--- src/hdl/thc_pkg.sv ---
`default_nettype none
package thc_pkg;

	// configuration port
	localparam int CFG_INDEX_W = 4;
	localparam int CFG_DATA_W  = 24;

	typedef enum logic [CFG_INDEX_W-1:0] {
		REG_TEMP_CAL_ONE      = 4'd0,
		REG_TEMP_CAL_TWO      = 4'd1,
		REG_TEMP_CAL_THREE    = 4'd2,
		REG_HUM_CAL_ONE       = 4'd3,
		REG_HUM_CAL_TWO       = 4'd4,
		REG_HUM_CAL_THREE     = 4'd5,
		REG_HUM_CAL_FOUR_FIVE = 4'd6,
		REG_HUM_CAL_SIX       = 4'd7
	} cfg_reg_t;

	// compensation constants
	localparam logic [31:0] HUM_FINE_OFFSET = 32'd76800;
	localparam logic [31:0] HUM_X_ROUND     = 32'd16384;
	localparam logic [21:0] HUM_Y_OFFSET    = 22'd32768;
	localparam logic [22:0] HUM_Y_BIAS      = 23'd2097152;
	localparam logic [31:0] HUM_Y_ROUND     = 32'd8192;
	localparam logic [31:0] HUM_CLAMP       = 32'd419430400;
	localparam logic [16:0] HUM_MAX         = HUM_CLAMP[28:12];
	localparam logic [31:0] TEMP_ROUND      = 32'd128;
	localparam logic [31:0] TEMP_TRUNC_BIAS = 32'd255;

	// unpacked calibration set
	typedef struct packed {
		logic        [15:0] t1;
		logic signed [15:0] t2;
		logic signed [15:0] t3;
		logic        [7:0]  h1;
		logic signed [15:0] h2;
		logic        [7:0]  h3;
		logic signed [11:0] h4;
		logic signed [11:0] h5;
		logic signed [7:0]  h6;
	} thc_cal_t;

	// hand-over from the temperature section to the humidity section
	typedef struct packed {
		logic        valid;
		logic [31:0] fine;
		logic [15:0] raw_humidity;
	} thc_mid_t;

	// one finished result
	typedef struct packed {
		logic [31:0] temperature;
		logic [31:0] fine_temperature;
		logic [16:0] humidity;
	} thc_out_t;

	typedef struct packed {
		logic     valid;
		thc_out_t data;
	} thc_res_t;

endpackage
`default_nettype wire

--- src/hdl/thc_temp.sv ---
`default_nettype none
module thc_temp
	import thc_pkg::*;
(
	input  wire logic        clk,
	input  wire logic        arst_n,
	input  wire logic        en,
	input  wire logic        in_valid,
	input  wire logic [19:0] raw_temperature,
	input  wire logic [15:0] raw_humidity,
	input  wire thc_cal_t    cal,
	output thc_mid_t         mid
);

	logic valid_s1, valid_s2, valid_s3, valid_s4;

	logic signed [17:0] a_s1;
	logic signed [16:0] d_s1;
	logic signed [20:0] v1_s2, v1_s3;
	logic signed [19:0] dd_s2;
	logic signed [17:0] v2_s3;
	logic        [31:0] fine_s4;
	logic        [15:0] rh_s1, rh_s2, rh_s3, rh_s4;

	logic signed [17:0] a_n;
	logic signed [16:0] d_n;
	logic signed [33:0] p1;
	logic signed [33:0] pdd;
	logic signed [35:0] p3;
	logic signed [31:0] p1_lo, pdd_lo, p3_lo;
	logic signed [31:0] v1_sh, dd_sh, v2_sh;

	// offsets of the raw reading against T1
	always_comb begin
		a_n = $signed({1'b0, raw_temperature[19:3]}) - $signed({1'b0, cal.t1, 1'b0});
		d_n = $signed({1'b0, raw_temperature[19:4]}) - $signed({1'b0, cal.t1});
	end

	// linear term and square of the offset
	always_comb begin
		p1    = a_s1 * $signed(cal.t2);
		pdd   = d_s1 * d_s1;
		p1_lo = p1[31:0];
		pdd_lo = pdd[31:0];
		v1_sh = p1_lo >>> 11;
		dd_sh = pdd_lo >>> 12;
	end

	// quadratic term
	always_comb begin
		p3    = dd_s2 * $signed(cal.t3);
		p3_lo = p3[31:0];
		v2_sh = p3_lo >>> 14;
	end

	// valid bits
	always_ff @(posedge clk or negedge arst_n) begin
		if (!arst_n) begin
			valid_s1 <= 1'b0;
			valid_s2 <= 1'b0;
			valid_s3 <= 1'b0;
			valid_s4 <= 1'b0;
		end else if (en) begin
			valid_s1 <= in_valid;
			valid_s2 <= valid_s1;
			valid_s3 <= valid_s2;
			valid_s4 <= valid_s3;
		end
	end

	// datapath registers
	always_ff @(posedge clk) begin
		if (en) begin
			a_s1    <= a_n;
			d_s1    <= d_n;
			rh_s1   <= raw_humidity;
			v1_s2   <= v1_sh[20:0];
			dd_s2   <= dd_sh[19:0];
			rh_s2   <= rh_s1;
			v1_s3   <= v1_s2;
			v2_s3   <= v2_sh[17:0];
			rh_s3   <= rh_s2;
			fine_s4 <= {{11{v1_s3[20]}}, v1_s3} + {{14{v2_s3[17]}}, v2_s3};
			rh_s4   <= rh_s3;
		end
	end

	assign mid.valid        = valid_s4;
	assign mid.fine         = fine_s4;
	assign mid.raw_humidity = rh_s4;

endmodule
`default_nettype wire

--- config.mk ---
export PLATFORM = sky130hd
export DESIGN_NAME = thc_temp
export DESIGN_NICKNAME = d
export VERILOG_FILES = /design/src/hdl/thc_pkg.sv /design/src/hdl/thc_temp.sv
export SDC_FILE = /design/constraint.sdc
export NUM_CORES = 2
export LEC_CHECK = 0
export BUFFER_PORTS_ARGS = -buffer_cell sky130_fd_sc_hd__buf_4
export CORE_MARGIN = 2
export CORE_UTILIZATION = 40
export CTS_CLUSTER_SIZE = 12
export DETAILED_ROUTE_END_ITERATION = 16
export PLACE_DENSITY = 0.55
export SYNTH_ARGS = -nofsm -noshare
export SYNTH_HDL_FRONTEND = slang
export SYNTH_SLANG_ARGS = --single-unit
--- constraint.sdc ---
create_clock -name clk -period 12.2 [get_ports clk]
set_input_delay 0.61 -clock clk [delete_from_list [all_inputs] [get_ports clk]]
set_output_delay 0.61 -clock clk [all_outputs]
set_load 0.05 [all_outputs]
==> metrics <==
hold crit path type=input pin to flip-flop; first-pass GRT wire length=between 100 and 150 mm; number of synthesized flops with an enable pin=approximately 180; pre-CTS setup slack=5065 ps; number of max-cap violations=0; ANT nets after route=0; vias in the first global route=25,153; Syn Inst Count=3,680; boundary pin count=201; Synth-to-Final Area Change=7.316%; Vias=23,242; endpoint class of the critical path=flip-flop; vias per cell=4.730; status=complete, no violations; top cell type's share of synthesized area=between 40 and 50%; largest family of logic cells by synthesized area=adder cells; Yosys top cell by area=fa_1; Distinct cells, synth=53; min cycle time layout=7141 ps; Final Max Slew Viols=0; Synth Net Count=4,930; synthesized cell area=roughly 37,000 µm²; setup bufs post-CTS=0; initial antenna violation count=1; clock skew=22.90 ps; post-synthesis compound-gate area fraction=2.996%; yosys warns=0; Tcrit/Tclk final=between 50 and 60%; Synth Area in Adders=53.99%; root buffer cell=clkbuf_16; Worst Setup Start Kind=flip-flop; H-Tree Depth=4; total congestion overflow=0; Post-route DRC=0; Yosys reg bits=~190; Worst-Skew Late Latency=~520 ps; Placer Congestion=0.7817; # clock sinks=188; Core ar.=91,390 µm²; DIE AREA=94,410 µm²; pin count of the biggest net entering global routing=83; Worst Path Required=between 10,000 and 15,000 ps; final setup vio count=0; Slew Limit Headroom=approximately two fifths; post-DP HPWL=64.41 mm; largest cells by area after synthesis=fa_1 44%, edfxtp_1 15%, inv_1 10%; Pre-Repair DR Iteration Count=5; Die W=roughly 300 µm; FP Rows=111; initial DRC count=1,186; Post-synth ARST share=2.128%; most used cell, CP=fa_1; clk buf depth=2; CP max FO=16; Clock transition at path regs=roughly 90 ps; Nets=between 4,000 and 5,000; post-layout worst setup margin=about 5000 ps; Synth Area in XOR/XNOR=3.119%; Syn Area/Cell=9.997 µm²; Fillers=slightly below 9,000; routed len/inst=approximately 17 µm; CP max-delay cell=edfxtp_1; setup TNS=0 ps; Starting Density=between 40% and 50%; ys flop type=edfxtp_1; sequential share of the synthesized area=between 10% and 20%; crit path cell chain=and2_1 > fa_1 > inv_1 > fa_1 > fa_1 > inv_1 > fa_1 > fa_1 > inv_1 > fa_1 > inv_1 > ha_1 > a21oi_1 > o21a_1 > o21ai_0 > nand3b_1 > a31o_2 > o41ai_1 > buf_4 > o21ai_0 > a221oi_1 > o21ba_2 > xnor2_1; CTS tree=yes; Hold Vio Cnt, Final=0; gr usage total=18.62%; area of the multi-input gates=26,870 µm²; drt total wl=between 80 and 90 mm; share of post-route cells with drive strength above 1=between 5 and 6%; Achievable Freq=140.0 MHz; RSZ-0062 raised after global routing=no; post-synthesis mux area share=less than 1%; PortBufs=between 100 and 150; Worst Path Arrival=7380 ps; slew at the pin closest to its max-slew limit=917.5 ps; CP peak stage delay=about 730 ps; kind of critical path=flip-flop to flip-flop; CTS Buf Count=17; die span in y=307.3 µm; Register Area=between 5000 and 6000 µm²; Synth Area in Simple Gates=around an eighth
-- path summary, 6_finish.rpt --
path / depth (start not counted) / start / to / slack [ps]
worst min-delay path: 1 / raw_temperature[3] / a_s1[0] / 270
max in group asynchronous: 2 / arst_n / valid_s3 / 11680
worst max-delay path: 23 / dd_s2[8] / v2_s3[17] / 5060
min in group asynchronous: 2 / arst_n / valid_s1 / 420
worst min register to register: 0 / v1_s2[12] / v1_s3[12] / 420
worst max register to register: 23 / dd_s2[8] / v2_s3[17] / 5060
-- metrics by stage --
stage | area (µm²) | hold WS [ps] | instances | util [%]
after floorplan | 36790 | 314.4 | 3680 | -
after global placement | 38860 | 400.2 | 4880 | 42.53
after detailed placement | 38860 | 404.5 | 4880 | 42.53
after CTS | 39480 | 219.2 | 4913 | 43.20
after global routing | 39480 | 233.1 | 4913 | 43.20
final | 39480 | 270.2 | 4914 | 43.20
-- area by class of cell --
type	instances	share of cell area (%)
inverters	994	9.450
diodes	1	0.006338
clock inverters	14	0.4183
repair buffers	154	2.951
well taps	1186	3.759
flip-flops and latches	188	14.25
multi-input cells	2359	68.05
clock buffers	18	1.112
-- metal layers --
metal,up-vias,part of all wire (%),global-route usage (%)
met3,54,3.5,2.216
met2,364,48,30.85
met5,-,0,0
met4,0,2.2,5.150
li1,10823,-,-
met1,12001,46,25.87
-- registers in the layout (all words and copies together) (netlist names) --
name and count:
a_s1 18, dd_s2 20, fine_s4 22, rh_s1 16
rh_s2 16, rh_s3 16, rh_s4 16, v1_s2 21
v1_s3 21, v2_s3 18, valid_s1 1, valid_s2 1
valid_s3 1, valid_s4 1
-- cells in the final DEF (no fill, tap or decap), types with 43 or more instances in the layout --
master | Yosys | final
edfxtp_1 | 184 | 184
buf_4 | 11 | 152
inv_1 | 994 | 994
ha_1 | 282 | 282
nor2_1 | 110 | 110
xnor2_1 | 101 | 101
and2_1 | 332 | 332
fa_1 | 816 | 816
nand2_1 | 385 | 385
a21oi_1 | 43 | 43
-- critical path, delay by kind of cell (launching register included) --
family                     cells  cell delay, ps
adders and majority gates      7            3280
AOI/OAI and AO/OA              8            1800
DFF                            1             730
and+or+nand+nor                2             560
buffers and inverters          5             420
xor gates and xnor gates       1              80
-- synthesized netlist by cell type (4+ instances only) --
master	instances
inv_1	994
fa_1	816
nand2_1	385
and2_1	332
ha_1	282
edfxtp_1	184
clkbuf_1	126
nor2_1	110
xnor2_1	101
a21oi_1	43
o21ai_0	40
xor2_1	30
nor2b_1	28
nor3_1	27
a21o_1	21
nand2b_1	21
o21a_1	15
nand3_1	13
and3_1	11
buf_4	11
nand4_1	10
a21boi_0	6
a31oi_1	6
a211oi_1	5
mux2_2	5
or3_1	5
dfrtp_1	4
or2_2	4
-- cell families after synthesis --
group / after synthesis
DFF: 188
buffers and inverters: 1133
and+or+nand+nor: 955
muxes: 5
adders and majority gates: 1098
xor gates and xnor gates: 131
AOI/OAI and AO/OA: 170
-- what timing repair did --
| action | CTS | global route |
|---|---|---|
| hold buffers | 1 | 0 |
| gates resized for setup | 0 | 0 |
| endpoints found under the hold margin | 4 | 0 |
Power is not shown: default switching activity piles up to over one toggle a cycle in this logic, so the estimate is an artifact.
