### config.mk
export PLATFORM = sky130hd
export DESIGN_NAME = thc_cfg
export DESIGN_NICKNAME = d
export VERILOG_FILES = /design/src/hdl/thc_pkg.sv /design/src/hdl/thc_cfg.sv
export SDC_FILE = /design/constraint.sdc
export NUM_CORES = 1
export LEC_CHECK = 0
export ABC_AREA = 1
export BUFFER_PORTS_ARGS = -buffer_cell sky130_fd_sc_hd__buf_2
export CAP_MARGIN = 20
export CORE_MARGIN = 3
export CORE_UTILIZATION = 48
export CTS_BUF_LIST = sky130_fd_sc_hd__clkbuf_4
export DETAILED_ROUTE_END_ITERATION = 7
export HOLD_SLACK_MARGIN = 0.15
export PLACE_DENSITY = 0.78
export SLEW_MARGIN = 20
export SYNTH_ARGS = -nofsm -noshare
export SYNTH_HDL_FRONTEND = slang
export SYNTH_SLANG_ARGS = --single-unit
export TNS_END_PERCENT = 1
### constraint.sdc
create_clock -name clk -period 0.8 [get_ports clk]
set_input_delay 0 -clock clk [delete_from_list [all_inputs] [get_ports clk]]
set_output_delay 0 -clock clk [all_outputs]
set_load 0.01 [all_outputs]
### src/hdl/thc_pkg.sv
`default_nettype none
package thc_pkg;

	// configuration port
	localparam int CFG_INDEX_W = 4;
	localparam int CFG_DATA_W  = 24;

	typedef enum logic [CFG_INDEX_W-1:0] {
		REG_TEMP_CAL_ONE      = 4'd0,
		REG_TEMP_CAL_TWO      = 4'd1,
		REG_TEMP_CAL_THREE    = 4'd2,
		REG_HUM_CAL_ONE       = 4'd3,
		REG_HUM_CAL_TWO       = 4'd4,
		REG_HUM_CAL_THREE     = 4'd5,
		REG_HUM_CAL_FOUR_FIVE = 4'd6,
		REG_HUM_CAL_SIX       = 4'd7
	} cfg_reg_t;

	// compensation constants
	localparam logic [31:0] HUM_FINE_OFFSET = 32'd76800;
	localparam logic [31:0] HUM_X_ROUND     = 32'd16384;
	localparam logic [21:0] HUM_Y_OFFSET    = 22'd32768;
	localparam logic [22:0] HUM_Y_BIAS      = 23'd2097152;
	localparam logic [31:0] HUM_Y_ROUND     = 32'd8192;
	localparam logic [31:0] HUM_CLAMP       = 32'd419430400;
	localparam logic [16:0] HUM_MAX         = HUM_CLAMP[28:12];
	localparam logic [31:0] TEMP_ROUND      = 32'd128;
	localparam logic [31:0] TEMP_TRUNC_BIAS = 32'd255;

	// unpacked calibration set
	typedef struct packed {
		logic        [15:0] t1;
		logic signed [15:0] t2;
		logic signed [15:0] t3;
		logic        [7:0]  h1;
		logic signed [15:0] h2;
		logic        [7:0]  h3;
		logic signed [11:0] h4;
		logic signed [11:0] h5;
		logic signed [7:0]  h6;
	} thc_cal_t;

	// hand-over from the temperature section to the humidity section
	typedef struct packed {
		logic        valid;
		logic [31:0] fine;
		logic [15:0] raw_humidity;
	} thc_mid_t;

	// one finished result
	typedef struct packed {
		logic [31:0] temperature;
		logic [31:0] fine_temperature;
		logic [16:0] humidity;
	} thc_out_t;

	typedef struct packed {
		logic     valid;
		thc_out_t data;
	} thc_res_t;

endpackage
`default_nettype wire

### src/hdl/thc_cfg.sv
`default_nettype none
module thc_cfg
	import thc_pkg::*;
(
	input  wire logic                   clk,
	input  wire logic                   arst_n,
	input  wire logic                   wr_en,
	input  wire logic [CFG_INDEX_W-1:0] wr_index,
	input  wire logic [CFG_DATA_W-1:0]  wr_data,
	output thc_cal_t                    cal
);

	thc_cal_t cal_q;

	// calibration register file, unknown indexes ignored
	always_ff @(posedge clk or negedge arst_n) begin
		if (!arst_n) begin
			cal_q <= '0;
		end else if (wr_en) begin
			unique case (wr_index)
				REG_TEMP_CAL_ONE:   cal_q.t1 <= wr_data[15:0];
				REG_TEMP_CAL_TWO:   cal_q.t2 <= wr_data[15:0];
				REG_TEMP_CAL_THREE: cal_q.t3 <= wr_data[15:0];
				REG_HUM_CAL_ONE:    cal_q.h1 <= wr_data[7:0];
				REG_HUM_CAL_TWO:    cal_q.h2 <= wr_data[15:0];
				REG_HUM_CAL_THREE:  cal_q.h3 <= wr_data[7:0];
				REG_HUM_CAL_FOUR_FIVE: begin
					cal_q.h4 <= wr_data[23:12];
					cal_q.h5 <= wr_data[11:0];
				end
				REG_HUM_CAL_SIX:    cal_q.h6 <= wr_data[7:0];
				default: ;
			endcase
		end
	end

	assign cal = cal_q;

endmodule
`default_nettype wire

==> results of run 1 <==
[per-layer routing]
metal,vias to the layer above,global-route usage [%],share of wire (%)
li1,2033,-,-
met5,-,0,0
met1,2056,35.5,41
met4,0,7.59,1.9
met2,208,41.2,48
met3,29,5.25,8.5
[metrics by stage]
stage                     setup TNS, ns  cells  setup WS [ns]  hold slack [ns]
final                            -24.73    842         -0.250          -0.0994
after global routing             -30.16    842         -0.309           -0.103
after CTS                        -26.26    841         -0.259           -0.110
after detailed placement         -12.16    797         -0.165           -0.130
after global placement            -9.34    797         -0.113           -0.132
after floorplan                   -3.22    534        -0.0569           -0.296
[cell families after synthesis]
kind of cell | count (synthesis) | synth area share, %
flops | 112 | 59.7
buf+inv | 65 | 5.86
simple gates | 333 | 30.6
compound gates | 24 | 3.84
[placed cells by master, fill, tap and decap left out, drive strengths merged]
cell	instances
inv	31
clkbuf	10
buf	172
dlygate4sd3	26
nand3	22
nand4	40
clkinvlp	1
dfrtp	112
clkinv	4
nand2	262
o21bai	24
nor2	9
[power by group through the flow]
| stage | logic (mW) | clock network [mW] | registers, mW |
|---|---|---|---|
| 4_1_cts | 4.19 | 2.71 | 7.53 |
| 2_1_floorplan | 1.35 | 0 | 8.15 |
| 5_1_grt | 4.82 | 2.96 | 7.74 |
| 6_report | 4.37 | 2.69 | 7.61 |
| 3_3_place_gp | 3.81 | 0 | 7.57 |
| 3_5_place_dp | 3.94 | 0 | 7.61 |
[cell type report]
cell class / instances / area share, %
Tap cell: 129 / 2.54
Clock inverter: 6 / 0.846
Clock buffer: 10 / 1.18
Inverter: 30 / 1.77
Timing Repair Buffer: 198 / 23.6
Sequential cell: 112 / 44.1
Multi-Input combinational cell: 357 / 26.1
[worst paths after layout]
| check | startpoint | end | cells after the start |
|---|---|---|---|
| max in group asynchronous | arst_n | cal[93] | 3 |
| hold / removal | arst_n | cal[27] | 2 |
| setup / recovery | cal[105] | cal[105] | 1 |
| min in group clk | wr_en | cal[63] | 4 |
| hold reg to reg | cal[59] | cal[59] | 2 |
| setup reg to reg | cal[22] | cal[22] | 4 |
[synth_stat cells]
library cell / number
nand2_1: 261
dfrtp_1: 112
nand4_1: 40
inv_1: 28
o21bai_1: 24
buf_2: 21
nand3_1: 20
clkbuf_1: 11
nor2_4: 5
nor2_1: 3
buf_1: 1
buf_4: 1
clkbuf_2: 1
clkinv_1: 1
inv_2: 1
nand2_2: 1
nand3_2: 1
nand3_4: 1
nor2_2: 1
[what timing repair did]
| action | 4_1_cts | 5_1_grt |
|---|---|---|
| pin swaps | 1 | 1 |
| hold buffers | 25 | 1 |
| buffers inserted | 3 | 0 |
| resized for setup | 9 | 16 |
| endpoints found under the setup margin | 112 | 114 |
| endpoints found under the hold margin | 224 | 84 |
==> results.yml, run 1 <==
synthesis:
  syn_nets: 565
  synth_top_area_share_pct: 59.7
  ys_ff_latch: 112
  yosysSeqAreaShare_pct: 59.7
  ys_top_cells_by_area: "dfrtp_1, nand2_1, nand4_1"
  netlist-cell-type-count: 19
  ys_warn_count: 0
  syn_avg_cell_area_um2: 8.79
  synth_area_um2: 4700
  syn_inst: 534
  synth_top_cell_by_area: "dfrtp_1"
routing:
  routed_wl_mm: 13.9
  ant_nets: 0
  routedWlPerCell_um: 16.5
  drt_first_pass_iters: 7
  via_count: 4326
  vias_per_cell: 5.14
  drt_iter0_drc: 322
  drcViolationCount: 0
timing:
  hold_ws_ns: -0.0994
  rsz0062_at_grt: "yes"
  hold_viol: 8
  relSlewSlack_pct: 79.3
  fin_skew_ns: 0
  period_needed_ns: 1.05
  fin_crit_sh_pct: 131
  final-setup-viol-count: 113
  worst_pin_slew_ns: 0.309
  maxSlewViolCount: 0
  fmax_ghz: 0.952
  fin_ws_ns: -0.250
setup_path:
  r2r_setup_slack_ns: -0.03
  critical_path.cell_chain: "buf_2"
  critPathArrivalTime_ns: 1.05
  cp_max_fo: 2
  critical_path_class: "reg2out"
  slowest_delay_ns: 0.43
  crit_buf_inv: 1
  crit_family: "flip-flops"
  setup.worst_path.start_class: "flip-flop"
  crit_path_end_kind: "output port"
  cp_slowest_cell: "dfrtp_1"
  cp_data_required_time_ns: 0.80
clock_network:
  clk_latency_ns: 0.46
  clk_pin_slew_ns: 0.19
  numClockSinks: 112
  cts_tree: "built"
  htreeDepth: 3
  cts_buffers: 9
  clock-root-buffer: "clkbuf_4"
  clk_path_buf_depth: 2
final_layout:
  nets: 739
  drive_gt1_share_pct: 28.5
  stdcell_area_um2: 6360
  finalCoreUtilization_pct: 67.9
  multi_input_area_um2: 1660
  fill_cells: 770
  syn_to_final_growth_pct: 35.5
  largest_register_ff_count: 112
  antenna-diode-count: 0
  register_area_um2: 2800
floorplanning:
  start_util_pct: 50.1
  die_x_um: 105
  design.portCount: 143
  dieHeight_um: 105
  core_um2: 9370
  num_rows: 35
  dieArea_um2: 11000
placed_design:
  io_buffer_count: 142
  gp_congestion: 0.815
  placed_cell_area_um2: 5800
  dp_hpwl_mm: 9.18
power_and_ir_drop:
  p_int_mw: 9.61
  p_per_area_nw_per_um2: 2310
  p_leak_nw: 3.51
  total_power_mw: 14.7
  clkPwrFrac_pct: 18.3
  peakVddDrop_uv: 1300
  p_comb_share_pct: 29.8
  pwr-share-seq_pct: 51.9
  p_sw_mw: 5.07
  swShare_pct: 34.5
grt:
  grt_overflow: 0
  grt_max_degree: 43
  track_usage_pct: 25.7
  grt_pass1_wl_mm: 22.4
  antenna_found_initial: 0
  grt_pass1_vias: 4328
outcome:
  outcome: "complete, but fails checks"
  violations: "hold timing, setup timing"
hold_path:
  worstHoldPathType: "in2async"
flow_run:
  drv_cap: 0
Power figures use the tool's default switching activity.
==> run 2, diff against run 1 <==
- SKIP_LAST_GASP: not set -> 1
==> results.yml, run 2 (same netlist as run 1, synthesis figures left out) <==
grt:
  grt_overflow: 0
  use_met2_pct: 41.2
  grt_max_degree: 43
  antenna_found_initial: 0
  track_usage_pct: 25.6
  grtUsageMet1_pct: 35.0
  grt_busiest_layer: "met2"
  grt_pass1_wl_mm: 22.4
  grt_pass1_vias: 4317
  grt_use_met3_pct: 5.62
clock_network:
  cts_tree: "built"
  clock-root-buffer: "clkbuf_4"
  htreeDepth: 3
  cts_resized: 0
  cts_buffers: 9
  clk_pin_slew_ns: 0.18
  clk_latency_ns: 0.45
  clk_path_buf_depth: 2
  numClockSinks: 112
setup_path:
  r2r_setup_slack_ns: -0.03
  slowest_delay_ns: 0.43
  reg2regPathDepth: 4
  cp_slowest_cell: "dfrtp_1"
  critical_path_class: "reg2out"
  cp_max_fo: 2
  path_depth: 1
  crit_path_end_kind: "output port"
  r2r_start: "cal[22]"
  cp-endpoint: "cal[105]"
  crit_family: "flip-flops"
  startpoint: "cal[105]"
  critical_path.cell_chain: "buf_2"
  rr_endpoint: "cal[22]"
  crit_buf_inv: 1
  cp_data_required_time_ns: 0.80
  critPathArrivalTime_ns: 1.05
  setup.worst_path.start_class: "flip-flop"
hold_path:
  worstHoldPathType: "in2async"
routing:
  via_count: 4316
  drt_first_pass_iters: 5
  drcViolationCount: 0
  routedWlPerCell_um: 16.3
  drt_iter0_drc: 295
  vias_per_cell: 5.13
  ant_nets: 0
  routed_wl_mm: 13.8
power_and_ir_drop:
  p_leak_nw: 3.47
  total_power_mw: 14.3
  p_per_area_nw_per_um2: 2300
  peakVddDrop_uv: 1310
final_layout:
  antenna-diode-count: 0
  drive_gt1_share_pct: 28.3
  final_cell_mix: "nand2_1, buf_2, dfrtp_1, nand4_1, inv_1"
  largest_register_ff_count: 112
  nets: 739
  finalCoreUtilization_pct: 66.3
  fill_cells: 795
  final_common_cell: "nand2_1"
  syn_to_final_growth_pct: 32.3
timing:
  maxSlewViolCount: 0
  relSlewSlack_pct: 79.2
  tns_ns: -24.70
  worst_pin_slew_ns: 0.311
  fmax_ghz: 0.953
  fin_crit_sh_pct: 131
  hold_ws_ns: -0.0982
  hold_viol: 8
  period_needed_ns: 1.05
  rsz0062_at_grt: "yes"
  fin_skew_ns: 0
  final-setup-viol-count: 113
  fin_ws_ns: -0.249
floorplanning:
  start_util_pct: 50.1
  dieArea_um2: 11000
  core_um2: 9370
  dieHeight_um: 105
  die_x_um: 105
  design.portCount: 143
  num_rows: 35
placed_design:
  io_buffer_count: 142
  dpl_worst_slack_ns: -0.165
  gp_congestion: 0.815
  dp_hpwl_mm: 9.18
flow_run:
  drv_cap: 0
outcome:
  outcome: "complete, but fails checks"
  violations: "hold timing, setup timing"
[run 2: cell types whose count changed in the layout (fill, tap and decap cells not counted)]
cell | before | now
inv_2 | 3 | 2
inv_1 | 26 | 27
buf_6 | 24 | 0
buf_2 | 117 | 141
[run 2: routing by layer]
metal  wire (um)  vias to the layer above
li1            -                     2033
met3        1110                       22
met5           0                        -
met2        6630                      187
met1        5800                     2074
met4         217                        0
[run 2: metrics by stage]
step / cell area (um2) / cells / hold WS [ns]
4_1_cts: 6200 / 841 / -0.110
6_report: 6210 / 842 / -0.0982
3_3_place_gp: 5800 / 797 / -0.132
5_1_grt: 6210 / 842 / -0.103
3_5_place_dp: 5800 / 797 / -0.130
2_1_floorplan: 4780 / 534 / -0.296
[run 2: how the worst min path moves through the flow]
stage | startpoint | end | slack (ns) | depth (start not counted)
floorplan | arst_n | cal[0] | -0.30 | 0
global placement | arst_n | cal[29] | -0.13 | 1
detailed placement | arst_n | cal[29] | -0.13 | 1
CTS | arst_n | cal[27] | -0.11 | 2
global route | arst_n | cal[27] | -0.10 | 2
finish | arst_n | cal[27] | -0.1 | 2
[run 2: layout make-up]
cell class | instances | area [um2] | share of cell area (%)
Sequential cell | 112 | 2800 | 45.1
Tap cell | 129 | 161 | 2.60
Timing Repair Buffer | 198 | 1350 | 21.7
Multi-Input combinational cell | 357 | 1660 | 26.7
Inverter | 30 | 113 | 1.81
Clock inverter | 6 | 53.8 | 0.866
Clock buffer | 10 | 75.1 | 1.21
[run 2: timing repair]
action	CTS	global route
setup endpoints to repair	112	114
endpoints found under the hold margin	224	83
setup buffers	3	0
hold buffers	25	1
[run 2: report_power, final]
part | internal [mW] | total, mW | switching [mW]
logic | 1.74 | 4.07 | 2.33
clock network | 0.727 | 2.68 | 1.96
registers | 6.84 | 7.53 | 0.693
==> run 3, diff against run 2 <==
- ABC_CLOCK_PERIOD_IN_PS: not set -> 800
- REMOVE_ABC_BUFFERS: not set -> 1
==> results.yml, run 3 (same netlist as run 1, synthesis figures left out) <==
setup_path:
  critPathArrivalTime_ns: 1.02
  slowest_delay_ns: 0.43
  reg2regPathDepth: 4
  cp_slowest_cell: "dfrtp_1"
  critical_path.cell_chain: "buf_2"
  setup.worst_path.start_class: "flip-flop"
  cp_data_required_time_ns: 0.80
  cp_max_fo: 2
  r2r_start: "cal[16]"
  rr_endpoint: "cal[16]"
  crit_buf_inv: 1
  crit_path_end_kind: "output port"
  r2r_setup_slack_ns: -0.02
  crit_family: "flip-flops"
  critical_path_class: "reg2out"
timing:
  period_needed_ns: 1.02
  relSlewSlack_pct: 78.6
  fin_ws_ns: -0.220
  maxSlewViolCount: 0
  hold_ws_ns: -0.0680
  fin_crit_sh_pct: 127
  fin_skew_ns: 0
  final-setup-viol-count: 113
  hold_viol: 8
  rsz0062_at_grt: "yes"
  worst_pin_slew_ns: 0.321
  fmax_ghz: 0.980
floorplanning:
  die_x_um: 105
  dieHeight_um: 105
  start_util_pct: 50.1
  dieArea_um2: 11000
  core_um2: 9370
  design.portCount: 143
  num_rows: 35
clock_network:
  clk_pin_slew_ns: 0.18
  clock-root-buffer: "clkbuf_4"
  cts_tree: "built"
  htreeDepth: 3
  numClockSinks: 112
  cts_buffers: 9
  postCtsHoldBufs: 27
  clk_path_buf_depth: 2
  clk_latency_ns: 0.43
grt:
  grt_max_degree: 45
  grt_pass1_vias: 4185
  grt_overflow: 0
  track_usage_pct: 24.7
  grt_pass1_wl_mm: 21.8
  antenna_found_initial: 0
power_and_ir_drop:
  p_per_area_nw_per_um2: 2280
  peakVddDrop_uv: 1020
  p_leak_nw: 3.49
  total_power_mw: 14.1
routing:
  drt_first_pass_iters: 5
  routed_wl_mm: 13.5
  routedWlPerCell_um: 15.9
  drcViolationCount: 0
  vias_per_cell: 5.05
  via_count: 4297
  ant_nets: 0
  drt_iter0_drc: 233
final_layout:
  final_cell_mix: "nand2_1, buf_2, dfrtp_1, nand4_1, buf_4"
  largest_register_ff_count: 112
  final_common_cell: "nand2_1"
  syn_to_final_growth_pct: 31.9
  stdcell_count: 851
  antenna-diode-count: 0
  drive_gt1_share_pct: 28.3
  stdcell_area_um2: 6190
  nets: 748
placed_design:
  placed_cell_area_um2: 5760
  dp.cells: 803
  dp_hpwl_mm: 9.25
  gp_congestion: 0.834
  io_buffer_count: 142
outcome:
  violations: "hold timing, setup timing"
  outcome: "complete, but fails checks"
hold_path:
  worstHoldPathType: "in2async"
flow_run:
  drv_cap: 0
## run 3: changes by cell type in the layout (fill, tap and decap cells not counted), sizes merged
| cell | change |
|---|---|
| inv | -1 |
| clkbuf | -1 |
| clkinv | +2 |
| dlygate4sd3 | +1 |
| buf | +8 |
## run 3: layer usage
metal	up-vias	global-route usage (%)	part of all wire [%]
met4	0	8.81	2.0
met2	150	40.6	49
met3	22	3.89	5.7
met5	-	0	0
li1	2050	-	-
met1	2075	33.4	44
## run 3: cell type report
class | count | area [um2]
fill | 816 | 3180
clock buffer | 9 | 67.6
sequential | 112 | 2800
tap | 129 | 161
multi-input combinational | 357 | 1620
clock inverter | 7 | 46.3
inverter | 30 | 113
timing repair buffer | 207 | 1380
## run 3: worst max-delay path by stage
stage / slack [ns] / cells after the start / startpoint / endpoint
final: -0.22 / 1 / cal[95] / cal[95]
after global routing: -0.28 / 1 / cal[58] / cal[58]
after CTS: -0.26 / 1 / cal[95] / cal[95]
after detailed placement: -0.22 / 7 / wr_index[2] / cal[7]
after global placement: -0.17 / 6 / wr_index[3] / cal[95]
after floorplan: -1.40 / 4 / wr_index[3] / cal[100]
## run 3: metrics by stage
step,setup slack [ns],util [%],setup TNS (ns)
after floorplan,-1.40,-,-74.20
after global routing,-0.277,66.1,-27.91
after detailed placement,-0.225,61.5,-15.50
final,-0.220,66.1,-21.68
after CTS,-0.260,65.6,-24.80
after global placement,-0.167,61.5,-13.09
## run 3: timing repair
| item | CTS | global route |
|---|---|---|
| resized for setup | 0 | 2 |
| setup buffers | 0 | 5 |
| gates cloned | 0 | 0 |
| hold endpoints to repair | 224 | 68 |
| setup endpoints to repair | 112 | 113 |
## run 3: where the power goes
| part | switching [mW] | internal [mW] | leakage (nW) | total, mW |
|---|---|---|---|---|
| logic | 2.31 | 1.77 | 2.03 | 4.09 |
| clock network | 1.87 | 0.641 | 0.0614 | 2.51 |
| registers | 0.678 | 6.84 | 1.40 | 7.52 |
